File: config.mk
export PLATFORM = sky130hd
export DESIGN_NAME = efms_cell
export DESIGN_NICKNAME = d
export VERILOG_FILES = /design/src/design/efms_pkg.sv /design/src/design/efms_cell.sv
export SDC_FILE = /design/constraint.sdc
export NUM_CORES = 1
export LEC_CHECK = 0
export CORE_UTILIZATION = 40
export DETAILED_ROUTE_END_ITERATION = 8
export DONT_BUFFER_PORTS = 1
export PLACE_DENSITY = 0.59
export SYNTH_ARGS = -nofsm -noshare
export SYNTH_HDL_FRONTEND = slang
export SYNTH_SLANG_ARGS = --single-unit
File: constraint.sdc
create_clock -name clk -period 7.1 [get_ports clk]
set_input_delay 1.42 -clock clk [delete_from_list [all_inputs] [get_ports clk]]
set_output_delay 1.42 -clock clk [all_outputs]
set_load 0.02 [all_outputs]
File: src/design/efms_pkg.sv
// Package for the earliest-free machine scheduler: sizes, payload structs,
// the cell control struct and the controller state type. No dependencies.
`timescale 1ns / 1ps

package efms_pkg;

    localparam int MAX_MACHINES = 64;
    localparam int TIME_BITS    = 32;
    localparam int FIELD_BITS   = 31;
    localparam int COUNT_BITS   = $clog2(MAX_MACHINES + 1);
    localparam int CFG_BITS     = 7;
    localparam logic [CFG_BITS-1:0] CFG_RESET = CFG_BITS'(64);

    typedef logic [TIME_BITS-1:0]  time_t;
    typedef logic [COUNT_BITS-1:0] count_t;

    typedef struct packed {
        logic [FIELD_BITS-1:0] start_time;
        logic [FIELD_BITS-1:0] duration;
    } job_t;

    typedef struct packed {
        logic [TIME_BITS-1:0] finish_time;
        logic [TIME_BITS-1:0] makespan;
    } result_t;

    // Broadcast to every cell of the sorted chain.
    typedef struct packed {
        logic  load;
        logic  replace;
        time_t key;
    } cell_ctl_t;

    typedef enum logic [1:0] {
        ST_IDLE,
        ST_CALC,
        ST_UPDATE
    } state_t;

endpackage

File: src/design/efms_cell.sv
// One cell of the sorted finish-time chain: holds one finish time and trades
// values with its neighbors on insert and on replace-minimum. Uses efms_pkg.
`timescale 1ns / 1ps

module efms_cell (
    input  logic               clk,
    input  efms_pkg::cell_ctl_t ctl,
    input  logic               first,
    input  logic               active,
    input  efms_pkg::time_t    left_val,
    input  logic               left_le,
    input  efms_pkg::time_t    right_val,
    input  logic               right_le,
    output efms_pkg::time_t    val,
    output logic               le
);

    efms_pkg::time_t val_reg;
    efms_pkg::time_t val_next;

    // The chain is sorted, so the cells whose value is at or below the key
    // form a prefix; the key lands just after it.
    assign le  = active && (val_reg <= ctl.key);
    assign val = val_reg;

    always_comb
    begin
        val_next = val_reg;
        if (ctl.load)
        begin
            if (ctl.replace)
            begin
                // The minimum leaves from the front: everything up to the key
                // moves one place toward the front.
                if (right_le)
                    val_next = right_val;
                else if (first || le)
                    val_next = ctl.key;
            end
            else
            begin
                // Insert: everything above the key moves one place back.
                if (!le)
                begin
                    if (first || left_le)
                        val_next = ctl.key;
                    else
                        val_next = left_val;
                end
            end
        end
    end

    always_ff @(posedge clk)
    begin
        val_reg <= val_next;
    end

endmodule

==> results of run 1 <==
[layer usage]
metal | vias to the layer above | wire [µm] | global-route usage
met1 | 953 | 2640 | 0.223
met5 | - | 0 | 0
met2 | 86 | 2940 | 0.309
li1 | 1047 | - | -
met3 | 11 | 484 | 0.0626
met4 | 0 | 114 | 0.0611
[placed cells by master, fill, tap and decap left out, types with 4 or more instances in the layout]
| cell type | count |
|---|---|
| a211oi_1 | 21 |
| a21oi_1 | 32 |
| a221o_1 | 12 |
| clkbuf_8 | 5 |
| edfxtp_1 | 32 |
| ha_1 | 32 |
| inv_1 | 35 |
| mux2i_1 | 20 |
| nand2_1 | 10 |
| nand3_1 | 5 |
| nand4_1 | 7 |
| nor2_1 | 23 |
| nor3_1 | 12 |
| o21ai_0 | 4 |
[where the power goes]
part	switching [mW]	leakage, nW	internal (mW)	total [mW]
clock	0.0732	0.0453	0.0666	0.140
sequential	0.0494	0.311	0.246	0.296
combinational	0.0725	0.803	0.0542	0.127
[cells by family (layout without fill, tap and decap cells)]
| family | count (synthesis) | after routing | share of synthesized area |
|---|---|---|---|
| fa+ha+maj | 32 | 32 | 0.153 |
| buf+inv | 51 | 45 | 0.0739 |
| flops | 32 | 32 | 0.366 |
| compound gates | 80 | 80 | 0.210 |
| mux | 20 | 20 | 0.0763 |
| simple gates | 68 | 68 | 0.121 |
[worst max-delay path by stage]
stage	start	to	slack [ns]	depth (start not counted)
2_1_floorplan	ctl[18]	le	2.64	7
3_3_place_gp	ctl[18]	le	2.42	7
3_5_place_dp	ctl[18]	le	2.42	7
4_1_cts	ctl[18]	le	2.40	7
5_1_grt	ctl[7]	le	2.26	7
6_report	ctl[18]	le	2.45	7
[final cells by class]
cell class / instances / area, µm² / area share
timing repair buffer: 2 / 15.0 / 0.00543
sequential: 32 / 961 / 0.348
clock inverter: 3 / 13.8 / 0.00498
inverter: 35 / 131 / 0.0475
multi-input combinational: 200 / 1480 / 0.535
tap: 77 / 96.3 / 0.0349
clock buffer: 5 / 68.8 / 0.0249
[metrics by stage]
stage                     hold slack, ns  cell area (µm²)  instances  setup WS [ns]  power, mW
after floorplan                     1.63             2630        283           2.64      0.401
after global placement              1.63             2680        346           2.42      0.427
after detailed placement            1.64             2680        346           2.42      0.429
after CTS                           1.33             2760        354           2.40      0.570
after global routing                1.32             2760        354           2.26      0.601
final                               1.34             2760        354           2.45      0.562
==> reports/metrics.cfg, run 1 <==
[floorplan]
start_util=0.413
core_area_um2=6350
die_w_um=83.0
die_h_um=83.0
io_pins=136
dieArea_um2=6890
rows=29

[min_path]
hold_end=val[2]
min_path_cells=1
min_path_type=input pin to register
hp-start=left_val[2]

[cts]
post_cts_buffers=0
hold_buffers=0
root_buffer=clkbuf_8
cts.sinks=32
clk-insertion-delay-late_ns=0.29
clk_path_buf_depth=2
clk_pin_slew_ns=0.08
ctsResizeCount=0
numCtsBuffers=5
cts_tree=built
h-tree-depth=2

[global_route]
antenna_found_initial=0
grt_util_all_layers=0.185
grt_overflow=0
grt_pass1_vias=2028
grt_pass1_wl_um=10100
grt_max_degree=46

[critical_path]
crit_family=compound AO/OA/AOI/OAI gates
slowest_stage=o21ai_0
r2r_cells=6
reg2reg_from=val[10]
cp-end-kind=output port
slowest_delay_ns=0.61
crit_required_ns=5.68
cp_max_fo=3
r2r_setup_slack_ns=4.04
r2r_end=val[21]
path_buf_inv=1
path_cells=inv_1 > ha_1 > a211oi_2 > a211oi_1 > a2111oi_1 > o31ai_1 > o21ai_0
critical_path.startpoint_type=input pin
critical_path_class=input pin to output port
arrival_ns=3.23

[route]
routedWlPerCell_um=17.5
drt-pass1-iter-count=6
drcViolationCount=0
first_iter_violations=73
antenna_left=0
vias=2097
vias_per_cell=5.92
drt_wl_total_um=6180

[layout]
fill_cells=605
fin_util=0.435
antenna_cells=0
synthToLayoutAreaGrowth_pct=5.29
nNetsFinal=411
largest_register_ffs=32
drive_above_1_share=0.0469

[synthesis]
synth_top_area_share=0.366
yosysTopAreaCell=edfxtp_1
synth_edf_count=32
netlist_instances=283
synth_most_common_cell=inv_1
synth-seq-cells=32
synth_area_um2=2630
yosysSeqAreaShare=0.366
yosys_warnings=0
synthFlopType=edfxtp_1
synth_fp_nets=418
netlist_top_cells_count=inv_1, a21oi_1, edfxtp_1, ha_1, nor2_1
avgSynthCellArea_um2=9.28
synth_cell_types=32
async_reset_ff_frac=0
synth_area_leaders=edfxtp_1, ha_1, mux2i_1

[power_and_ir_drop]
p_per_area_nw_per_um2=203
p_leak_nw=1.16
worst_ir_drop_vdd_mv=0.0858

[timing]
rsz0062_at_grt=false
maxSlewHeadroom=0.285
fmax_mhz=215
finalCritPeriodShare=0.655
setup_violations=0
drv_slew=0
fin_crit_ns=4.65
final.setup.tns_ns=0
hold_viol=0
tightest_slew_ns=1.07
skew_ns=0.00893

[placed_design]
dp_hpwl_um=4810
io_buffers=0
gp_congestion=0.742

[run_status]
outcome=complete, no violations

[flow_run]
cap_viol_max_count=0

Power figures use the tool's default switching activity.
==> run 2: changes to the inputs <==
--- a/config.mk
+++ b/config.mk
@@ -5,10 +5,11 @@
 export SDC_FILE = /design/constraint.sdc
 export NUM_CORES = 1
 export LEC_CHECK = 0
+export ABC_AREA = 1
 export CORE_UTILIZATION = 40
 export DETAILED_ROUTE_END_ITERATION = 8
 export DONT_BUFFER_PORTS = 1
-export PLACE_DENSITY = 0.59
+export PLACE_DENSITY = 0.61
 export SYNTH_ARGS = -nofsm -noshare
 export SYNTH_HDL_FRONTEND = slang
 export SYNTH_SLANG_ARGS = --single-unit
==> constraint.sdc (replaced) <==
create_clock -name clk -period 4.1 [get_ports clk]
set_input_delay 0.82 -clock clk [delete_from_list [all_inputs] [get_ports clk]]
set_output_delay 0.82 -clock clk [all_outputs]
set_load 0.02 [all_outputs]
==> reports/metrics.cfg, run 2 <==
[layout]
synthToLayoutAreaGrowth_pct=4.74
antenna_cells=0  ; unchanged
layout_commonest_cell=o21ai_0
largest_register_ffs=32  ; unchanged
fill_cells=675  ; +12%
stdcell_area_um2=2850  ; +3.0%
nNetsFinal=493  ; +20%
drive_above_1_share=0.0506  ; +0.00363
final_cell_mix=o21ai_0, a21oi_1, nor2_1, inv_1, nand2_1

[critical_path]
reg2reg_from=val[21]
critical_path.startpoint_type=input pin
r2r_setup_slack_ns=1.38  ; -2.66 ns
critical_path_class=input pin to output port
crit_family=compound AO/OA/AOI/OAI gates
slowest_delay_ns=0.31  ; -0.30 ns
arrival_ns=2.26  ; -0.97 ns
path_cells=inv_1 > ha_1 > a21oi_1 > nor2_1 > nor2_1 > nand3_1 > a21oi_1 > nand2_1 > a21boi_0 > buf_4
cp_max_fo=2  ; -1
r2r_end=val[21]
r2r_cells=11  ; +5
path_buf_inv=2  ; +1
cp-end-kind=output port
slowest_stage=ha_1
crit_required_ns=3.28  ; -2.40 ns

[min_path]
min_path_type=input pin to register
hp-start=right_val[16]
hold_end=val[16]
min_path_cells=2  ; +1

[timing]
setup_slack_ns=1.02  ; -1.43 ns
final.setup.tns_ns=0  ; unchanged
rsz0062_at_grt=false
setup_violations=0  ; unchanged
tightest_slew_ns=0.946  ; -0.126 ns
hold_viol=0  ; unchanged
finalCritPeriodShare=0.752
maxSlewHeadroom=0.368  ; +0.0832
fin_crit_ns=3.08
fmax_mhz=324
drv_slew=0  ; unchanged
skew_ns=0.00686  ; -0.00207 ns

[run_status]
violations=design-rule violations
outcome=finished with violations

[cts]
clk_path_buf_depth=2  ; unchanged
hold_buffers=0  ; unchanged
clk-insertion-delay-late_ns=0.27  ; -0.02 ns
post_cts_buffers=0  ; unchanged
numCtsBuffers=5  ; unchanged
ctsResizeCount=0  ; unchanged
cts_tree=built
clk_pin_slew_ns=0.06  ; -0.02 ns
h-tree-depth=2  ; unchanged
cts.sinks=32  ; unchanged
root_buffer=clkbuf_8

[route]
drcViolationCount=7  ; +7
drt-pass1-iter-count=6  ; unchanged
vias=2416  ; +15%
drt_wl_total_um=6870  ; +11%
antenna_left=0  ; unchanged
first_iter_violations=109  ; +49%
routedWlPerCell_um=15.9  ; -9.2%
vias_per_cell=5.58  ; -5.8%

[global_route]
grt_pass1_wl_um=10900  ; +7.1%
grt_max_degree=65  ; +41%
grt_pass1_vias=2264  ; +12%
grt_overflow=0  ; unchanged
grt_util_all_layers=0.194  ; +0.00880
antenna_found_initial=0  ; unchanged

[synthesis]
synthAdderAreaFrac=0.147  ; -0.00520
yosys_warnings=0  ; unchanged
yosys.area_share.simple=0.140  ; +0.0194
avgSynthCellArea_um2=7.45  ; -20%
synth_most_common_cell=o21ai_0
synth_area_leaders=edfxtp_1, o21ai_0, ha_1
synthMuxAreaShare=0  ; -0.0763
yosysSeqAreaShare=0.354  ; -0.0125
synth_cell_types=23  ; -28%
synth_top_area_share=0.354  ; -0.0125
yosysTopAreaCell=edfxtp_1
netlist_top_cells_count=o21ai_0, a21oi_1, nor2_1
async_reset_ff_frac=0  ; unchanged
synth_compound_area_frac=0.272  ; +0.0619
synth-seq-cells=32  ; unchanged
synth_edf_count=32  ; unchanged
synth_fp_nets=500  ; +20%
synthFlopType=edfxtp_1
synth_top_family_by_area=compound AO/OA/AOI/OAI gates
netlist_instances=365  ; +29%
synth_area_um2=2720  ; +3.5%
synthXorXnorAreaFrac=0  ; unchanged

[power_and_ir_drop]
finalPower_uw=872  ; +55%
worst_ir_drop_vdd_mv=0.199  ; +130%
p_per_area_nw_per_um2=306  ; +51%
p_leak_nw=1.22  ; +5.2%

[placed_design]
place_ws_ns=0.994  ; -1.42 ns
dp_hpwl_um=5220  ; +8.7%
gp_congestion=0.782  ; +5.3%
place_area_um2=2780  ; +3.6%
io_buffers=0  ; unchanged

[flow_run]
cap_viol_max_count=0  ; unchanged

[floorplan]
core_area_um2=6460  ; +1.7%
io_pins=136  ; unchanged
die_w_um=84.4  ; +1.7%
start_util=0.421  ; +0.00737
dieArea_um2=7130  ; +3.4%
die_h_um=84.4  ; +1.7%
rows=29  ; unchanged

-- run 2: logic make-up after synthesis --
kind of cell / Yosys count
adders and majority gates: 32
and+or+nand+nor: 94
AOI/OAI and AO/OA: 146
buffers and inverters: 61
DFF: 32
-- run 2: power by group --
group          internal (mW)  switching [mW]
clock network          0.109           0.107
registers              0.402          0.0560
logic                 0.0736           0.124
-- run 2: worst max path at each step --
stage                  from  endpoint  slack (ns)  depth (start not counted)
floorplan           ctl[21]    val[0]        0.53                         11
global placement    ctl[21]        le        0.98                         10
detailed placement  ctl[21]        le        0.99                         10
CTS                 ctl[21]        le        0.99                         10
global route        ctl[19]        le        0.86                         10
finish              ctl[21]        le        1.02                         10
-- run 2: layout make-up --
class	instances	area (µm²)	share of cell area
multi-input combinational	272	1530	0.537
sequential	32	961	0.338
inverter	43	161	0.0567
tap	77	96.3	0.0338
clock buffer	5	68.8	0.0242
timing repair buffer	4	30.0	0.0105
-- run 2: metal layers --
| metal | part of all wire | wire, µm | track usage |
|---|---|---|---|
| met4 | 0.0063 | 43 | 0.0493 |
| met3 | 0.079 | 542 | 0.0551 |
| met1 | 0.43 | 2990 | 0.239 |
| met2 | 0.48 | 3290 | 0.335 |
| met5 | 0 | 0 | 0 |
-- run 2: worst reg2reg max path: cells and delay by family (launching register included) --
| family | cells | cell delay [ns] |
|---|---|---|
| AO/OA/AOI/OAI | 3 | 0.44 |
| adder cells (fa/ha/maj) | 1 | 0.34 |
| buffers and inverters | 1 | 0.36 |
| flip-flops | 1 | 0.50 |
| AND/OR/NAND/NOR | 6 | 0.74 |
-- run 2: through the flow --
step                utilization  hold slack (ns)  std cells
floorplan                     -             1.03        365
global placement          0.430             1.04        428
detailed placement        0.430             1.05        428
CTS                       0.441            0.755        433
global route              0.441            0.754        433
finish                    0.441            0.762        433
